**config.mk**
```make
export PLATFORM = sky130hd
export DESIGN_NAME = fbs_merge
export DESIGN_NICKNAME = d
export VERILOG_FILES = /design/src/rtl/fbs_pkg.sv /design/src/rtl/fbs_merge.sv
export SDC_FILE = /design/constraint.sdc
export NUM_CORES = 2
export LEC_CHECK = 0
export BUFFER_PORTS_ARGS = -buffer_cell sky130_fd_sc_hd__buf_4
export CORE_MARGIN = 2
export CORE_UTILIZATION = 40
export DETAILED_ROUTE_END_ITERATION = 12
export PLACE_DENSITY = 0.57
export REMOVE_ABC_BUFFERS = 1
export SLEW_MARGIN = 0
export SYNTH_ARGS = -nofsm -noshare
export SYNTH_HDL_FRONTEND = slang
export SYNTH_SLANG_ARGS = --single-unit
```
**constraint.sdc**
```tcl
create_clock -name clk_i -period 15.2 [get_ports clk_i]
set_input_delay 3.04 -clock clk_i [delete_from_list [all_inputs] [get_ports clk_i]]
set_output_delay 3.04 -clock clk_i [all_outputs]
set_load 0.03 [all_outputs]
```
**src/rtl/fbs_pkg.sv**
```systemverilog
// Shared types, widths and helpers for the fiber bending-force stencil.
`default_nettype none
package fbs_pkg;

  localparam int unsigned CoordW   = 32;
  localparam int unsigned DiffW    = 35;
  localparam int unsigned ProdW    = 52;
  localparam int unsigned FW       = 52;
  localparam int unsigned AccW     = 54;
  localparam int unsigned FracBits = 16;
  localparam int unsigned HalfW    = 16;
  localparam int unsigned MaxRes   = 3;
  localparam int unsigned FifoDepth = 8;
  localparam int unsigned FifoAw   = $clog2(FifoDepth);
  localparam int unsigned CntW     = $clog2(FifoDepth + 1);
  localparam int unsigned ResCntW  = $clog2(MaxRes + 1);

  localparam logic signed [AccW-1:0] AccMax = AccW'(64'sd2147483647);
  localparam logic signed [AccW-1:0] AccMin = AccW'(-64'sd2147483648);

  typedef logic signed [CoordW-1:0] coord_t;

  // Control carried alongside one point through the lanes
  typedef struct packed {
    logic       vld;
    logic       win;
    logic [1:0] held;
    logic       last;
  } fbs_ctrl_t;

  // Candidate result values of one lane, in point order
  typedef struct packed {
    coord_t slot0;
    coord_t slot1;
    coord_t slot2;
  } fbs_cand_t;

  typedef struct packed {
    coord_t x;
    coord_t y;
    coord_t z;
    logic   fiber_end;
  } fbs_result_t;

  function automatic coord_t sat_coord(input logic signed [AccW-1:0] v);
    coord_t r;
    if (v > AccMax) begin
      r = coord_t'(AccMax);
    end else if (v < AccMin) begin
      r = coord_t'(AccMin);
    end else begin
      r = v[CoordW-1:0];
    end
    return r;
  endfunction

endpackage
`default_nettype wire

```
**src/rtl/fbs_merge.sv**
```systemverilog
// Merging stage: gathers lane candidates into results and queues them.
`default_nettype none
module fbs_merge (
  input  wire logic               clk_i,
  input  wire logic               rst_ni,
  input  wire fbs_pkg::fbs_ctrl_t upd_i,
  input  wire fbs_pkg::fbs_cand_t cand_x_i,
  input  wire fbs_pkg::fbs_cand_t cand_y_i,
  input  wire fbs_pkg::fbs_cand_t cand_z_i,
  input  wire logic               pop_i,
  output logic                    valid_o,
  output fbs_pkg::fbs_result_t    result_o
);
  import fbs_pkg::*;

  fbs_result_t mem_q [FifoDepth];
  fbs_result_t wr_res [MaxRes];
  logic [FifoAw-1:0]  wr_ptr_q, rd_ptr_q;
  logic [CntW-1:0]    cnt_q, cnt_d;
  logic [ResCntW-1:0] wr_n;

  // Number of results this point releases
  always_comb begin
    wr_n = '0;
    if (upd_i.vld) begin
      if (upd_i.win) begin
        wr_n = upd_i.last ? ResCntW'(3) : ResCntW'(1);
      end else if (upd_i.last) begin
        wr_n = (upd_i.held == 2'd0) ? ResCntW'(1) : ResCntW'(2);
      end
    end
  end

  always_comb begin
    wr_res[0] = '{x: cand_x_i.slot0, y: cand_y_i.slot0, z: cand_z_i.slot0,
                  fiber_end: upd_i.last && (wr_n == ResCntW'(1))};
    wr_res[1] = '{x: cand_x_i.slot1, y: cand_y_i.slot1, z: cand_z_i.slot1,
                  fiber_end: upd_i.last && (wr_n == ResCntW'(2))};
    wr_res[2] = '{x: cand_x_i.slot2, y: cand_y_i.slot2, z: cand_z_i.slot2,
                  fiber_end: upd_i.last};
  end

  always_ff @(posedge clk_i) begin
    for (int k = 0; k < MaxRes; k++) begin
      if (ResCntW'(k) < wr_n) begin
        mem_q[FifoAw'(wr_ptr_q + FifoAw'(k))] <= wr_res[k];
      end
    end
  end

  assign valid_o  = (cnt_q != '0);
  assign result_o = mem_q[rd_ptr_q];
  assign cnt_d    = cnt_q + CntW'(wr_n) - CntW'(pop_i && valid_o);

  always_ff @(posedge clk_i or negedge rst_ni) begin
    if (!rst_ni) begin
      wr_ptr_q <= '0;
      rd_ptr_q <= '0;
      cnt_q    <= '0;
    end else begin
      wr_ptr_q <= wr_ptr_q + FifoAw'(wr_n);
      if (pop_i && valid_o) begin
        rd_ptr_q <= rd_ptr_q + FifoAw'(1);
      end
      cnt_q <= cnt_d;
    end
  end

endmodule
`default_nettype wire

```
**Yosys cells after proc, flatten, opt, wreduce, memory -nomap -nowiden**

Memory sizes are Yosys's and may differ from the RTL's.
Index checks and enable logic that the tools add are counted.

- Reduce and logical (&&, ||, !) cells: 5
- Muxes and demuxes: 11
- Equality and inequality tests: 2
- Add/sub/neg operators: 6
- $lt $le $gt $ge: 3

Operators with widths:

| kind | count |
|---|---|
| $mux W2 | 5 |
| $add A3 B1 Y3 const B | 2 |
| $mux W1 | 6 |
| $add A4 B2 Y4 | 1 |
| $lt A1 B2 Y1 const A | 2 |
| $reduce_bool A4 Y1 | 1 |
| $sub A4 B1 Y4 | 1 |
| $add A3 B2 Y3 | 1 |
| $add A3 B2 Y3 const B | 1 |
| $logic_and A1 B1 Y1 | 3 |
| $eq A2 B1 Y1 const B | 1 |
| $eq A2 B2 Y1 const B | 1 |
| $logic_not A2 Y1 | 1 |
| $lt A2 B2 Y1 const A | 1 |

- Flip-flop bits (word level): 10
- Memory bits (writable): 776
- Logic and storage cells: 31
- Memories kept: 1

Memory list:

| memory | depth | bits a word | read ports | clocked after Yosys merged registers in | write ports | line | source |
|---|---|---|---|---|---|---|---|
| mem_q | 8 | 97 | 1 | 0 | 3 | fbs_merge.sv:16 | `fbs_result_t mem_q [FifoDepth];` |

**Longest topological paths before layout**

- Depth after elaboration: 8
- Depth in mapped cells: 11
- Mapped depth without buffers: 10

**Least setup slack after synthesis**

OpenSTA, ideal clock, no wires.

- Kind: in2reg
- From: in upd_i[0] (netlist name)
- To: mem mem_q[6][0] (netlist name), enable pin
- Buffers on the path: 0
- Path slack: 6.683 ns
- Cell stages on the path: 3
- Data required time: 14.622 ns
- Arrival: 7.939 ns
- Cell sequence: o21a_1 > nand3_1 > o211ai_1

RTL lines:

| element | line | source |
|---|---|---|
| start: declaration | fbs_merge.sv:6 | `input wire fbs_pkg::fbs_ctrl_t upd_i,` |
| end: declaration | fbs_merge.sv:16 |  |

==> flow_summary.json <==
{
  "cpMostUsedCell": "buf_4",
  "holdPathStages": 1,
  "clk_latency_ns": 0.68,
  "grt_pass1_wl_um": 252000,
  "worst_setup_path_start_kind": "register",
  "gp_congestion": 0.808,
  "crit_arrival_ns": 4.58,
  "reg2regPathDepth": 8,
  "synth_commonest_cells": "nand2_1, edfxtp_1, nor2_1, a31oi_1, clkbuf_1",
  "timing.setup.tns_ns": 0,
  "post-dp-hpwl_um": 92700,
  "ioPinCount": 394,
  "min_period_over_period_pct": 50.2,
  "postPlaceCellArea_sq_mm": 0.0490,
  "synth_warnings": 0,
  "cp.required_ns": 12.16,
  "status": "completed",
  "netlist_area_sq_mm": 0.0461,
  "first_global_vias": 36700,
  "pwr-share-seq_pct": 34.2,
  "cts_inserted_buffers": 93,
  "fin_nets": 5114,
  "cpPeakStageDelay_ns": 1.05,
  "cp_max_fo": 43,
  "critPathCaptureType": "output port",
  "via_per_inst": 6.03,
  "r2r_setup_slack_ns": 10.66,
  "dieArea_sq_mm": 0.118,
  "path_cells": "buf_4 -> buf_4 -> mux4_2 -> mux2_2 -> buf_4",
  "clk_path_buf_depth": 3,
  "grt-ovfl-total": 0,
  "fin_skew_ns": 0.0185,
  "grt_max_degree": 195,
  "yosysTopAreaCell": "edfxtp_1",
  "ctsHoldBuffers": 0,
  "hold_end": "cnt_q[0]$_DFF_PN0_",
  "synth-simple-area-share_pct": 19.6,
  "hold_ws_ns": 0.504,
  "powerDensity_mw_per_mm2": 184,
  "reg2reg_from": "wr_ptr_q[0]$_DFF_PN0_",
  "wl_per_cell_um": 27.3,
  "final_cells": 6405,
  "p_sw_share_pct": 38.6,
  "first_pass_iters": 8,
  "clkSinkCount": 786,
  "cts_resized": 0,
  "rsz0062_at_grt": "no",
  "antenna_found_initial": 27,
  "ys_seq_area_share_pct": 51.0,
  "utilization_pct": 45.4,
  "clock_power_share_pct": 23.3,
  "antenna_left": 0,
  "maxSlewViolCount": 0,
  "synth_edf_count": 776,
  "clock.fmax_mhz": 131,
  "setup_viol": 0,
  "synthDistinctLibCells": 34,
  "cts_setup_buffers": 0,
  "clk_pin_slew_ns": 0.06,
  "relSlewSlack_pct": 16.3,
  "synth_mux_area_share_pct": 11.9,
  "reg2reg_to": "mem_q[0][10]$_DFFE_PP_",
  "post-route-drc-count": 0,
  "dp.cells": 6224,
  "power.internal_mw": 5.85,
  "die_h_um": 344,
  "synth_top_family_by_area": "simple AND/OR/NAND/NOR gates",
  "async_reset_ff_share_pct": 1.27,
  "hp-start": "cnt_q[0]$_DFF_PN0_",
  "cts_root_buf": "clkbuf_16",
  "p_sw_mw": 3.68,
  "crit_type": "register to output port",
  "worst_pin_slew_ns": 1.26,
  "nFillCells": 10500,
  "slowest_stage": "dfrtp_4",
  "synth_fa_ha_area_share_pct": 0.331,
  "fin_area_sq_mm": 0.0519,
  "area_delta_synth_final_pct": 12.5,
  "cts_max_level": 3,
  "synth_xor_area_share_pct": 0.214,
  "drive_above_1_share_pct": 18.7,
  "ys_seq_elements": 786,
  "hold_viol": 0,
  "maxCapViolations": 0,
  "pwr-share-comb_pct": 42.5,
  "row_count": 124,
  "start_util_pct": 40.4,
  "io_buffer_count": 393,
  "min_period_ns": 7.62,
  "synth_top_cell_area_share_pct": 50.5,
  "synth_most_common_cell": "nand2_1",
  "coreArea_sq_mm": 0.114,
  "via_count": 38600,
  "max-vdd-ir-drop_mv": 0.135,
  "synth_compound_area_share_pct": 10.7,
  "p_leak_nw": 19.2,
  "synth-main-ff-cell": "edfxtp_1",
  "die_w_um": 344,
  "synthTopCellsByArea": "edfxtp_1, nand2_1, a31oi_1",
  "cts_tree": "done",
  "first_iter_violations": 4726,
  "gr-usage-all-layers_pct": 29.0,
  "hold_path.class": "register to register",
  "syn_inst": 4927,
  "postSynthAreaPerCell_sq_um": 9.37,
  "finalWirelength_um": 175000
}
## state kept, by name (all words and copies together), names as in the netlist
signal	flops
cnt_q	4
mem_q	776
rd_ptr_q	3
wr_ptr_q	3
## power by group through the flow
| stage | clock network, mW | registers, mW | logic [mW] |
|---|---|---|---|
| after floorplan | 0 | 3.50 | 2.67 |
| after global placement | 0 | 3.30 | 4.01 |
| after detailed placement | 0 | 3.31 | 4.05 |
| after CTS | 2.24 | 3.26 | 4.06 |
| after global routing | 2.32 | 3.30 | 4.26 |
| final | 2.22 | 3.26 | 4.05 |
## layout make-up
| class | instances | area, sq um | area share, % |
|---|---|---|---|
| inverters | 14 | 52.6 | 0.101 |
| diodes | 11 | 27.5 | 0.0530 |
| multi-input cells | 3444 | 19800 | 38.2 |
| clock inverters | 54 | 423 | 0.814 |
| repair buffers | 468 | 3600 | 6.93 |
| flip-flops and latches | 786 | 23600 | 45.4 |
| clock buffers | 116 | 2520 | 4.85 |
| well taps | 1512 | 1890 | 3.64 |
## worst max path at each step
stage | start | endpoint | slack [ns]
2_1_floorplan | upd_i[4] | mem_q[3][0]$_DFFE_PP_ | 1.90
3_3_place_gp | rd_ptr_q[0]$_DFFE_PN0P_ | result_o[12] | 8.17
3_5_place_dp | rd_ptr_q[0]$_DFFE_PN0P_ | result_o[37] | 8.13
4_1_cts | rd_ptr_q[0]$_DFFE_PN0P_ | result_o[37] | 7.41
5_1_grt | rd_ptr_q[0]$_DFFE_PN0P_ | result_o[40] | 7.23
6_report | rd_ptr_q[0]$_DFFE_PN0P_ | result_o[88] | 7.58
## per-stage QoR
step                      setup slack, ns  total power, mW
final                                7.58             9.54
after global routing                 7.23             9.88
after CTS                            7.41             9.56
after detailed placement             8.13             7.36
after global placement               8.17             7.31
after floorplan                      1.90             6.18
## cells by family after synthesis
| kind of cell | Yosys count |
|---|---|
| adders and majority gates | 11 |
| DFF | 786 |
| AOI/OAI and AO/OA | 787 |
| and+or+nand+nor | 2347 |
| xor gates and xnor gates | 7 |
| muxes | 292 |
| buffers and inverters | 697 |
## cell usage in the layout (no fill, tap or decap), types with 2 or more instances in the layout
master	synthesis	final
inv_1	12	12
inv_2	2	2
nand3_1	12	4
nand4_1	6	6
clkbuf_1	306	18
nor2_1	769	769
clkinv_1	0	25
xor2_1	3	3
dfrtp_4	0	3
o211ai_1	14	14
and2_1	3	3
o21a_1	2	2
xnor2_1	2	2
edfxtp_1	776	776
mux2_2	98	98
clkinv_2	0	18
bufinv_16	0	6
clkbuf_16	0	98
a31oi_1	768	768
ha_1	9	9
nand3_4	0	8
diode_2	0	11
nand4_4	0	4
mux4_2	194	194
nor2b_1	3	3
dfrtp_1	10	7
clkinvlp_4	0	3
nor4_4	8	8
fa_1	2	2
buf_4	17	461
buf_12	0	7
nand2_1	1539	1539
## worst max-delay path, delay by kind of cell (launching register included)
| kind | cells | cell delay, ns |
|---|---|---|
| flip-flops | 1 | 1.05 |
| buffers and inverters | 3 | 1.87 |
| multiplexers | 2 | 0.90 |
## layer usage
layer	vias up	GRT usage (%)	wire, um
li1	17100	-	-
met4	32	10.6	5200
met1	18900	40.0	70700
met2	2284	45.8	80500
met3	349	5.40	17900
met5	-	0	218
(Power assumes the default switching activity.)
