## config.mk

```make
export PLATFORM = sky130hd
export DESIGN_NAME = fbs_lane
export DESIGN_NICKNAME = d
export VERILOG_FILES = /design/src/rtl/fbs_pkg.sv /design/src/rtl/fbs_lane.sv
export SDC_FILE = /design/constraint.sdc
export NUM_CORES = 2
export LEC_CHECK = 0
export BUFFER_PORTS_ARGS = -buffer_cell sky130_fd_sc_hd__buf_2
export CAP_MARGIN = 20
export CORE_UTILIZATION = 60
export CTS_CLUSTER_SIZE = 8
export DETAILED_ROUTE_END_ITERATION = 12
export HOLD_SLACK_MARGIN = 0.03
export PLACE_DENSITY_LB_ADDON = 0.15
export RECOVER_POWER = 25
export SKIP_CTS_REPAIR_TIMING = 1
export SLEW_MARGIN = 20
export SYNTH_ARGS = -nofsm -noshare
export SYNTH_HDL_FRONTEND = slang
export SYNTH_SLANG_ARGS = --single-unit
```

## constraint.sdc

```tcl
create_clock -name clk_i -period 7.4 [get_ports clk_i]
set_input_delay 1.48 -clock clk_i [delete_from_list [all_inputs] [get_ports clk_i]]
set_output_delay 1.48 -clock clk_i [all_outputs]
set_load 0.02 [all_outputs]
```

## src/rtl/fbs_pkg.sv

```systemverilog
// Shared types, widths and helpers for the fiber bending-force stencil.
`default_nettype none
package fbs_pkg;

  localparam int unsigned CoordW   = 32;
  localparam int unsigned DiffW    = 35;
  localparam int unsigned ProdW    = 52;
  localparam int unsigned FW       = 52;
  localparam int unsigned AccW     = 54;
  localparam int unsigned FracBits = 16;
  localparam int unsigned HalfW    = 16;
  localparam int unsigned MaxRes   = 3;
  localparam int unsigned FifoDepth = 8;
  localparam int unsigned FifoAw   = $clog2(FifoDepth);
  localparam int unsigned CntW     = $clog2(FifoDepth + 1);
  localparam int unsigned ResCntW  = $clog2(MaxRes + 1);

  localparam logic signed [AccW-1:0] AccMax = AccW'(64'sd2147483647);
  localparam logic signed [AccW-1:0] AccMin = AccW'(-64'sd2147483648);

  typedef logic signed [CoordW-1:0] coord_t;

  // Control carried alongside one point through the lanes
  typedef struct packed {
    logic       vld;
    logic       win;
    logic [1:0] held;
    logic       last;
  } fbs_ctrl_t;

  // Candidate result values of one lane, in point order
  typedef struct packed {
    coord_t slot0;
    coord_t slot1;
    coord_t slot2;
  } fbs_cand_t;

  typedef struct packed {
    coord_t x;
    coord_t y;
    coord_t z;
    logic   fiber_end;
  } fbs_result_t;

  function automatic coord_t sat_coord(input logic signed [AccW-1:0] v);
    coord_t r;
    if (v > AccMax) begin
      r = coord_t'(AccMax);
    end else if (v < AccMin) begin
      r = coord_t'(AccMin);
    end else begin
      r = v[CoordW-1:0];
    end
    return r;
  endfunction

endpackage
`default_nettype wire

```

## src/rtl/fbs_lane.sv

```systemverilog
// One coordinate lane: position window, scaled second difference, force window.
`default_nettype none
module fbs_lane (
  input  wire logic              clk_i,
  input  wire logic              rst_ni,
  input  wire fbs_pkg::fbs_ctrl_t acc_i,
  input  wire fbs_pkg::coord_t   pos_i,
  input  wire fbs_pkg::coord_t   frc_i,
  input  wire logic [31:0]       rigidity_i,
  input  wire fbs_pkg::fbs_ctrl_t upd_i,
  output fbs_pkg::fbs_cand_t     cand_o
);
  import fbs_pkg::*;

  coord_t pw0_q, pw1_q;
  logic signed [DiffW-1:0] diff_d, diff_q;
  coord_t frc1_q, frc2_q, frc3_q;
  logic signed [ProdW-1:0] ph_d, pl_d, ph_q, pl_q;
  logic signed [FW-1:0]    f_d, f_q;
  logic signed [HalfW:0]   rig_hi, rig_lo;
  coord_t pf0_q, pf1_q;
  logic signed [AccW-1:0]  f_ext;
  coord_t sat_a, sat_b, sat_c;

  // Position window, written when the request is taken
  always_ff @(posedge clk_i or negedge rst_ni) begin
    if (!rst_ni) begin
      pw0_q <= '0;
      pw1_q <= '0;
    end else if (acc_i.vld) begin
      if (acc_i.win) begin
        pw0_q <= pw1_q;
        pw1_q <= pos_i;
      end else if (acc_i.held == 2'd0) begin
        pw0_q <= pos_i;
      end else begin
        pw1_q <= pos_i;
      end
    end
  end

  assign diff_d = DiffW'(pw0_q) - (DiffW'(pw1_q) <<< 1) + DiffW'(pos_i);

  assign rig_hi = $signed({1'b0, rigidity_i[31:HalfW]});
  assign rig_lo = $signed({1'b0, rigidity_i[HalfW-1:0]});
  assign ph_d   = ProdW'(diff_q) * ProdW'(rig_hi);
  assign pl_d   = ProdW'(diff_q) * ProdW'(rig_lo);
  assign f_d    = FW'(ph_q) + FW'(pl_q >>> FracBits);

  always_ff @(posedge clk_i) begin
    diff_q <= diff_d;
    frc1_q <= frc_i;
    ph_q   <= ph_d;
    pl_q   <= pl_d;
    frc2_q <= frc1_q;
    f_q    <= f_d;
    frc3_q <= frc2_q;
  end

  assign f_ext = AccW'(f_q);
  assign sat_a = sat_coord(AccW'(pf0_q) - f_ext);
  assign sat_b = sat_coord(AccW'(pf1_q) + (f_ext <<< 1));
  assign sat_c = sat_coord(AccW'(frc3_q) - f_ext);

  // Force window, updated in stream order at the end of the pipeline
  always_ff @(posedge clk_i or negedge rst_ni) begin
    if (!rst_ni) begin
      pf0_q <= '0;
      pf1_q <= '0;
    end else if (upd_i.vld) begin
      if (upd_i.win) begin
        pf0_q <= sat_b;
        pf1_q <= sat_c;
      end else if (upd_i.held == 2'd0) begin
        pf0_q <= frc3_q;
      end else begin
        pf1_q <= frc3_q;
      end
    end
  end

  always_comb begin
    if (upd_i.win) begin
      cand_o.slot0 = sat_a;
      cand_o.slot1 = sat_b;
    end else begin
      cand_o.slot0 = (upd_i.held == 2'd0) ? frc3_q : pf0_q;
      cand_o.slot1 = frc3_q;
    end
    cand_o.slot2 = sat_c;
  end

endmodule
`default_nettype wire

```

Yosys cells after proc, flatten, opt, wreduce, memory -nomap -nowiden
Index checks and enable logic that the tools add are counted.
{"block": "word_totals", "register_bits": 415, "mem_bits_ro": 0, "output_inout_bits": 96, "latch_bits": 0, "elab_cells": 48, "n_memories": 0, "input_bits": 108, "ramBits": 0}
{"block": "op_classes", "muxes": 15, "n_bitwise": 0, "n_div": 0, "multipliers": 2, "reduce_logical": 6, "eq_ne": 2, "shifts": 0, "add_sub_neg": 6, "magnitude_cmp": 6}
{"cell": "$mux W32", "n": 14}
{"cell": "$gt A53 B32 Y1 const B", "n": 2}
{"cell": "$lt A53 B32 Y1 const B", "n": 2}
{"cell": "$sub A32 B52 Y53", "n": 2}
{"cell": "$mul A35 B17 Y52", "n": 2}
{"cell": "$mux W64", "n": 1}
{"cell": "$add A32 B53 Y54", "n": 1}
{"cell": "$gt A54 B32 Y1 const B", "n": 1}
{"cell": "$lt A54 B32 Y1 const B", "n": 1}
{"cell": "$add A52 B36 Y52", "n": 1}
{"cell": "$add A34 B32 Y35", "n": 1}
{"cell": "$sub A32 B33 Y34", "n": 1}
{"cell": "$reduce_and A2 Y1", "n": 3}
{"cell": "$logic_not A2 Y1", "n": 2}
{"cell": "$ne A2 B2 Y1 const B", "n": 2}
{"cell": "$reduce_bool A2 Y1", "n": 1}

Logic depth before layout (Yosys ltp)
{"block": "logic_depth", "ltp_word": 5, "ltp_mapped": 28}

Least setup slack after synthesis
No wires, ideal clock.
{"block": "synth_path", "kind": "input-to-reg", "start": "input rigidity_i[2]", "end": "register pl_q[51]", "arrival_ns": 8.061, "n_path_buf": 2, "path_stages": 26, "slack_ns": -0.733, "cell_sequence": "clkbuf_1 -> clkbuf_1 -> nand2_1 -> fa_1 -> fa_1 -> fa_1 -> inv_1 -> fa_1 -> fa_1 -> inv_1 -> fa_1 -> inv_1 -> ha_1 -> a21o_1 -> a21o_1 -> a21oi_1 -> o21ai_0 -> a31oi_1 -> a31oi_1 -> a2111oi_0 -> nor3b_1 -> a31o_2 -> o41a_1 -> a21o_1 -> a21oi_1 -> xnor2_1"}
{"block": "synth_between", "elab_chain_cells": 1}
{"item": "start: declaration", "line": "fbs_lane.sv:9", "source": "input wire logic [31:0] rigidity_i,"}
{"item": "$mul A35 B17 Y52", "line": "fbs_lane.sv:47", "source": "assign pl_d = ProdW'(diff_q) * ProdW'(rig_lo);"}
{"item": "via pl_d[51]", "line": "fbs_lane.sv:18", "source": "logic signed [ProdW-1:0] ph_d, pl_d, ph_q, pl_q;"}
{"item": "end signal: assignment", "line": "fbs_lane.sv:54", "source": "pl_q <= pl_d;"}
{"item": "end: declaration", "line": "fbs_lane.sv:18"}
The timed path passes the listed nets, and every way through them passes these cells.
A chain may end at the register's enable or synchronous reset.

Final worst setup path
{"block": "layout_path", "start": "input rigidity_i[8]", "end": "register pl_q[51]"}
Same word-level chain as after synthesis.

==> results.py <==
metrics = {
    "hold_path": {
        "min_delay_worst_endpoint": "frc3_q[21]$_DFF_P_",
        "worst_hold_startpoint": "frc2_q[21]$_DFF_P_",
        "hold-path-cell-count": 0,
        "worstHoldPathType": "reg -> reg",
    },
    "clock_tree": {
        "cts-root-to-sink-buffers": 3,
        "deepest_level_of_the_cts_h_tree": 2,
        "cts_buffers": 58,
        "clkLatencyLatePin_ps": 700,
        "num_clock_sinks": 399,
        "cts_root_buffer": "sky130_fd_sc_hd__clkbuf_16",
        "cts_tree": "done",
        "clkSlewWorstSetupHoldPaths_ps": 50,
    },
    "detailed_routing": {
        "total_via_count_in_the_routed_design": 53800,
        "drt.antenna.violating_nets": 0,
        "detail_route.first_pass.iterations": 5,
        "wl_per_cell_um": 18.6,
        "vias_per_cell": 5.67,
        "detail_route.drc_violations": 0,
        "sum_of_routed_wire_length_over_all_layers_um": 177000,
        "drt_iter0_drc": 3464,
    },
    "logic_synthesis": {
        "synthCells": 7723,
        "synth.yosys.seq_area_share": 0.131,
        "synth_fp_nets": 9412,
        "cell_types_with_the_largest_area_share_after_synthesis": "sky130_fd_sc_hd__fa_1 (33%), sky130_fd_sc_hd__ha_1 (9.2%), sky130_fd_sc_hd__inv_1 (8.5%)",
        "synth_ff_type": "sky130_fd_sc_hd__dfxtp_1",
        "yosysTopAreaCellShare": 0.333,
        "netlist-cell-type-count": 93,
        "avgSynthCellArea_um2": 8.52,
        "edff_count_synth": 0,
        "synth_top_cell_by_area": "sky130_fd_sc_hd__fa_1",
        "yosys_warnings": 0,
        "synthesis.area_mm2": 0.0658,
        "yosys_register_bits": 399,
        "synthArstFlopShare": 0.321,
    },
    "job": {
        "timing.max_cap.violations": 1,
    },
    "global_routing": {
        "first_pass_grt_wire_length_um": 283000,
        "overall_fraction_of_global_route_tracks_in_use": 0.318,
        "initial_antenna_violation_count": 11,
        "pin_count_of_the_biggest_net_entering_global_routing": 71,
        "via_count_of_the_first_global_routing_pass": 55900,
        "grt_total_ovfl": 0,
    },
    "floorplanning": {
        "start_util": 0.605,
        "core_area_mm2": 0.109,
        "chipWidth_um": 333,
        "placementRows": 121,
        "die_footprint_mm2": 0.111,
        "fp.dieH_um": 333,
        "design.portCount": 204,
    },
    "timing": {
        "setup_viol_count_final": 3,
        "rsz0062_at_grt": "yes",
        "timing.hold.ws_ps": 296,
        "clock-skew-final_ps": 50.9,
        "fmax_ghz": 0.132,
        "final-hold-violation-count": 0,
        "totalNegativeSetupSlack_ps": -291,
        "timing.final.crit_share": 1.02,
        "relSlewSlack": -2.25,
        "worstMarginPinSlew_ps": 4880,
        "period_needed_ps": 7550,
        "final_max_slew_viol_count": 71,
        "finalWorstSetupSlack_ps": -150,
    },
    "layout": {
        "areaGrowthSynthToFinish_pct": 11.2,
        "top_library_cells_by_usage_in_the_layout_fill_and_taps_aside": "sky130_fd_sc_hd__inv_1 (1,492), sky130_fd_sc_hd__nand2_1 (1,092), sky130_fd_sc_hd__fa_1 (1,087)",
        "final_nets": 9726,
        "layout_commonest_cell": "sky130_fd_sc_hd__inv_1",
        "post_route_cells_drive_above_1_share": 0.103,
        "layout.filler_cells": 8978,
        "total_area_of_multi_input_combinational_cells_mm2": 0.0506,
        "area.sequential_mm2": 0.00863,
    },
    "critical_path": {
        "cp_data_required_time_ps": 7930,
        "arrival_ps": 8080,
        "crit_type": "in -> reg",
        "cp_max_fo": 8,
        "rrSetupSlack_ps": 30,
        "critical_path.reg2reg.endpoint": "pl_q[51]$_DFF_P_",
        "start_kind": "primary input",
        "r2r-start": "diff_q[10]$_DFF_P_",
        "reg2regPathDepth": 26,
        "setup.worst_path.end_class": "flop",
    },
    "run_status": {
        "result_of_the_run": "finished with violations",
        "failed_checks": "max-capacitance violations, max-slew violations, negative setup slack",
    },
    "placement": {
        "post_place_setup_slack_ps": -1000,
        "io_buffer_count": 201,
        "dp_hpwl_um": 144000,
        "place_congestion": 0.954,
    },
}
==> cell usage after synthesis (97+ instances only) <==
cell type and n:
sky130_fd_sc_hd__dfxtp_1 271, sky130_fd_sc_hd__nand2_1 1093, sky130_fd_sc_hd__inv_1 1497, sky130_fd_sc_hd__nor2_1 265, sky130_fd_sc_hd__dfrtp_1 128, sky130_fd_sc_hd__ha_1 485
sky130_fd_sc_hd__fa_1 1096, sky130_fd_sc_hd__a21o_1 167, sky130_fd_sc_hd__clkbuf_1 339, sky130_fd_sc_hd__o21ai_0 226, sky130_fd_sc_hd__a21oi_1 372, sky130_fd_sc_hd__xor2_1 97
sky130_fd_sc_hd__and2_1 438, sky130_fd_sc_hd__xnor2_1 188
==> kinds of logic (layout without fill, tap and decap cells) <==
group	after synthesis	count (layout)	share of synthesized area
simple gates	2239	2239	0.161
compound gates	1301	1301	0.130
mux	47	47	0.00724
xor+xnor	285	285	0.0379
flops	399	399	0.131
other cells	0	2	0
buf+inv	1871	2220	0.107
fa+ha+maj	1581	1581	0.425
==> worst max path at each step <==
stage	start	endpoint	cells after the start
finish	rigidity_i[8]	pl_q[51]$_DFF_P_	27
detailed placement	rigidity_i[18]	ph_q[51]$_DFF_P_	26
floorplan	rigidity_i[10]	pl_q[51]$_DFF_P_	25
CTS	rigidity_i[18]	ph_q[51]$_DFF_P_	26
global route	rigidity_i[5]	pl_q[51]$_DFF_P_	28
global placement	rigidity_i[18]	ph_q[51]$_DFF_P_	26
==> routing by layer <==
| metal | GRT usage | vias to the layer above | wire length, µm |
|---|---|---|---|
| li1 | - | 25000 | - |
| met5 | 0 | - | 9 |
| met1 | 0.401 | 26600 | 71700 |
| met4 | 0.125 | 2 | 7330 |
| met3 | 0.0388 | 379 | 11200 |
| met2 | 0.556 | 1858 | 86300 |
==> worst max-delay path: stages <==
cell and delay, ps:
sky130_fd_sc_hd__clkbuf_4 160, sky130_fd_sc_hd__buf_12 150, sky130_fd_sc_hd__nand2_1 90, sky130_fd_sc_hd__fa_1 550
sky130_fd_sc_hd__inv_1 50, sky130_fd_sc_hd__fa_1 480, sky130_fd_sc_hd__fa_1 530, sky130_fd_sc_hd__fa_1 500
sky130_fd_sc_hd__fa_1 480, sky130_fd_sc_hd__inv_1 50, sky130_fd_sc_hd__fa_1 480, sky130_fd_sc_hd__inv_1 40
sky130_fd_sc_hd__ha_1 290, sky130_fd_sc_hd__a21o_1 160, sky130_fd_sc_hd__a21o_1 180, sky130_fd_sc_hd__a21oi_2 150
sky130_fd_sc_hd__o21ai_1 100, sky130_fd_sc_hd__a31oi_2 220, sky130_fd_sc_hd__a31oi_2 120, sky130_fd_sc_hd__buf_6 150
sky130_fd_sc_hd__a2111oi_4 430, sky130_fd_sc_hd__nor3b_4 120, sky130_fd_sc_hd__a31o_2 280, sky130_fd_sc_hd__o41a_1 380
sky130_fd_sc_hd__a21o_1 220, sky130_fd_sc_hd__a21oi_2 140, sky130_fd_sc_hd__xnor2_1 90
==> metrics by stage <==
stage,util,cell area (µm²),cells
after floorplan,-,66200,7723
after global placement,0.650,70800,9370
after detailed placement,0.650,70800,9370
final,0.673,73200,9488
after CTS,0.666,72500,9465
after global routing,0.673,73200,9486
==> registers in the layout (all words and copies together), names as in the netlist, 35 cells and up <==
register and cells:
pl_q 36, f_q 52, ph_q 52, diff_q 35
==> cell type report <==
class,instances,share of cell area
antenna,2,0.0000683
tap,1414,0.0242
inverter,1498,0.0768
sequential,399,0.118
clock buffer,91,0.0221
clock inverter,4,0.00133
timing repair buffer,627,0.0663
multi-input combinational,5453,0.691
Power is not shown: default switching activity piles up to over one toggle a cycle in this logic, so the estimate is an artifact.
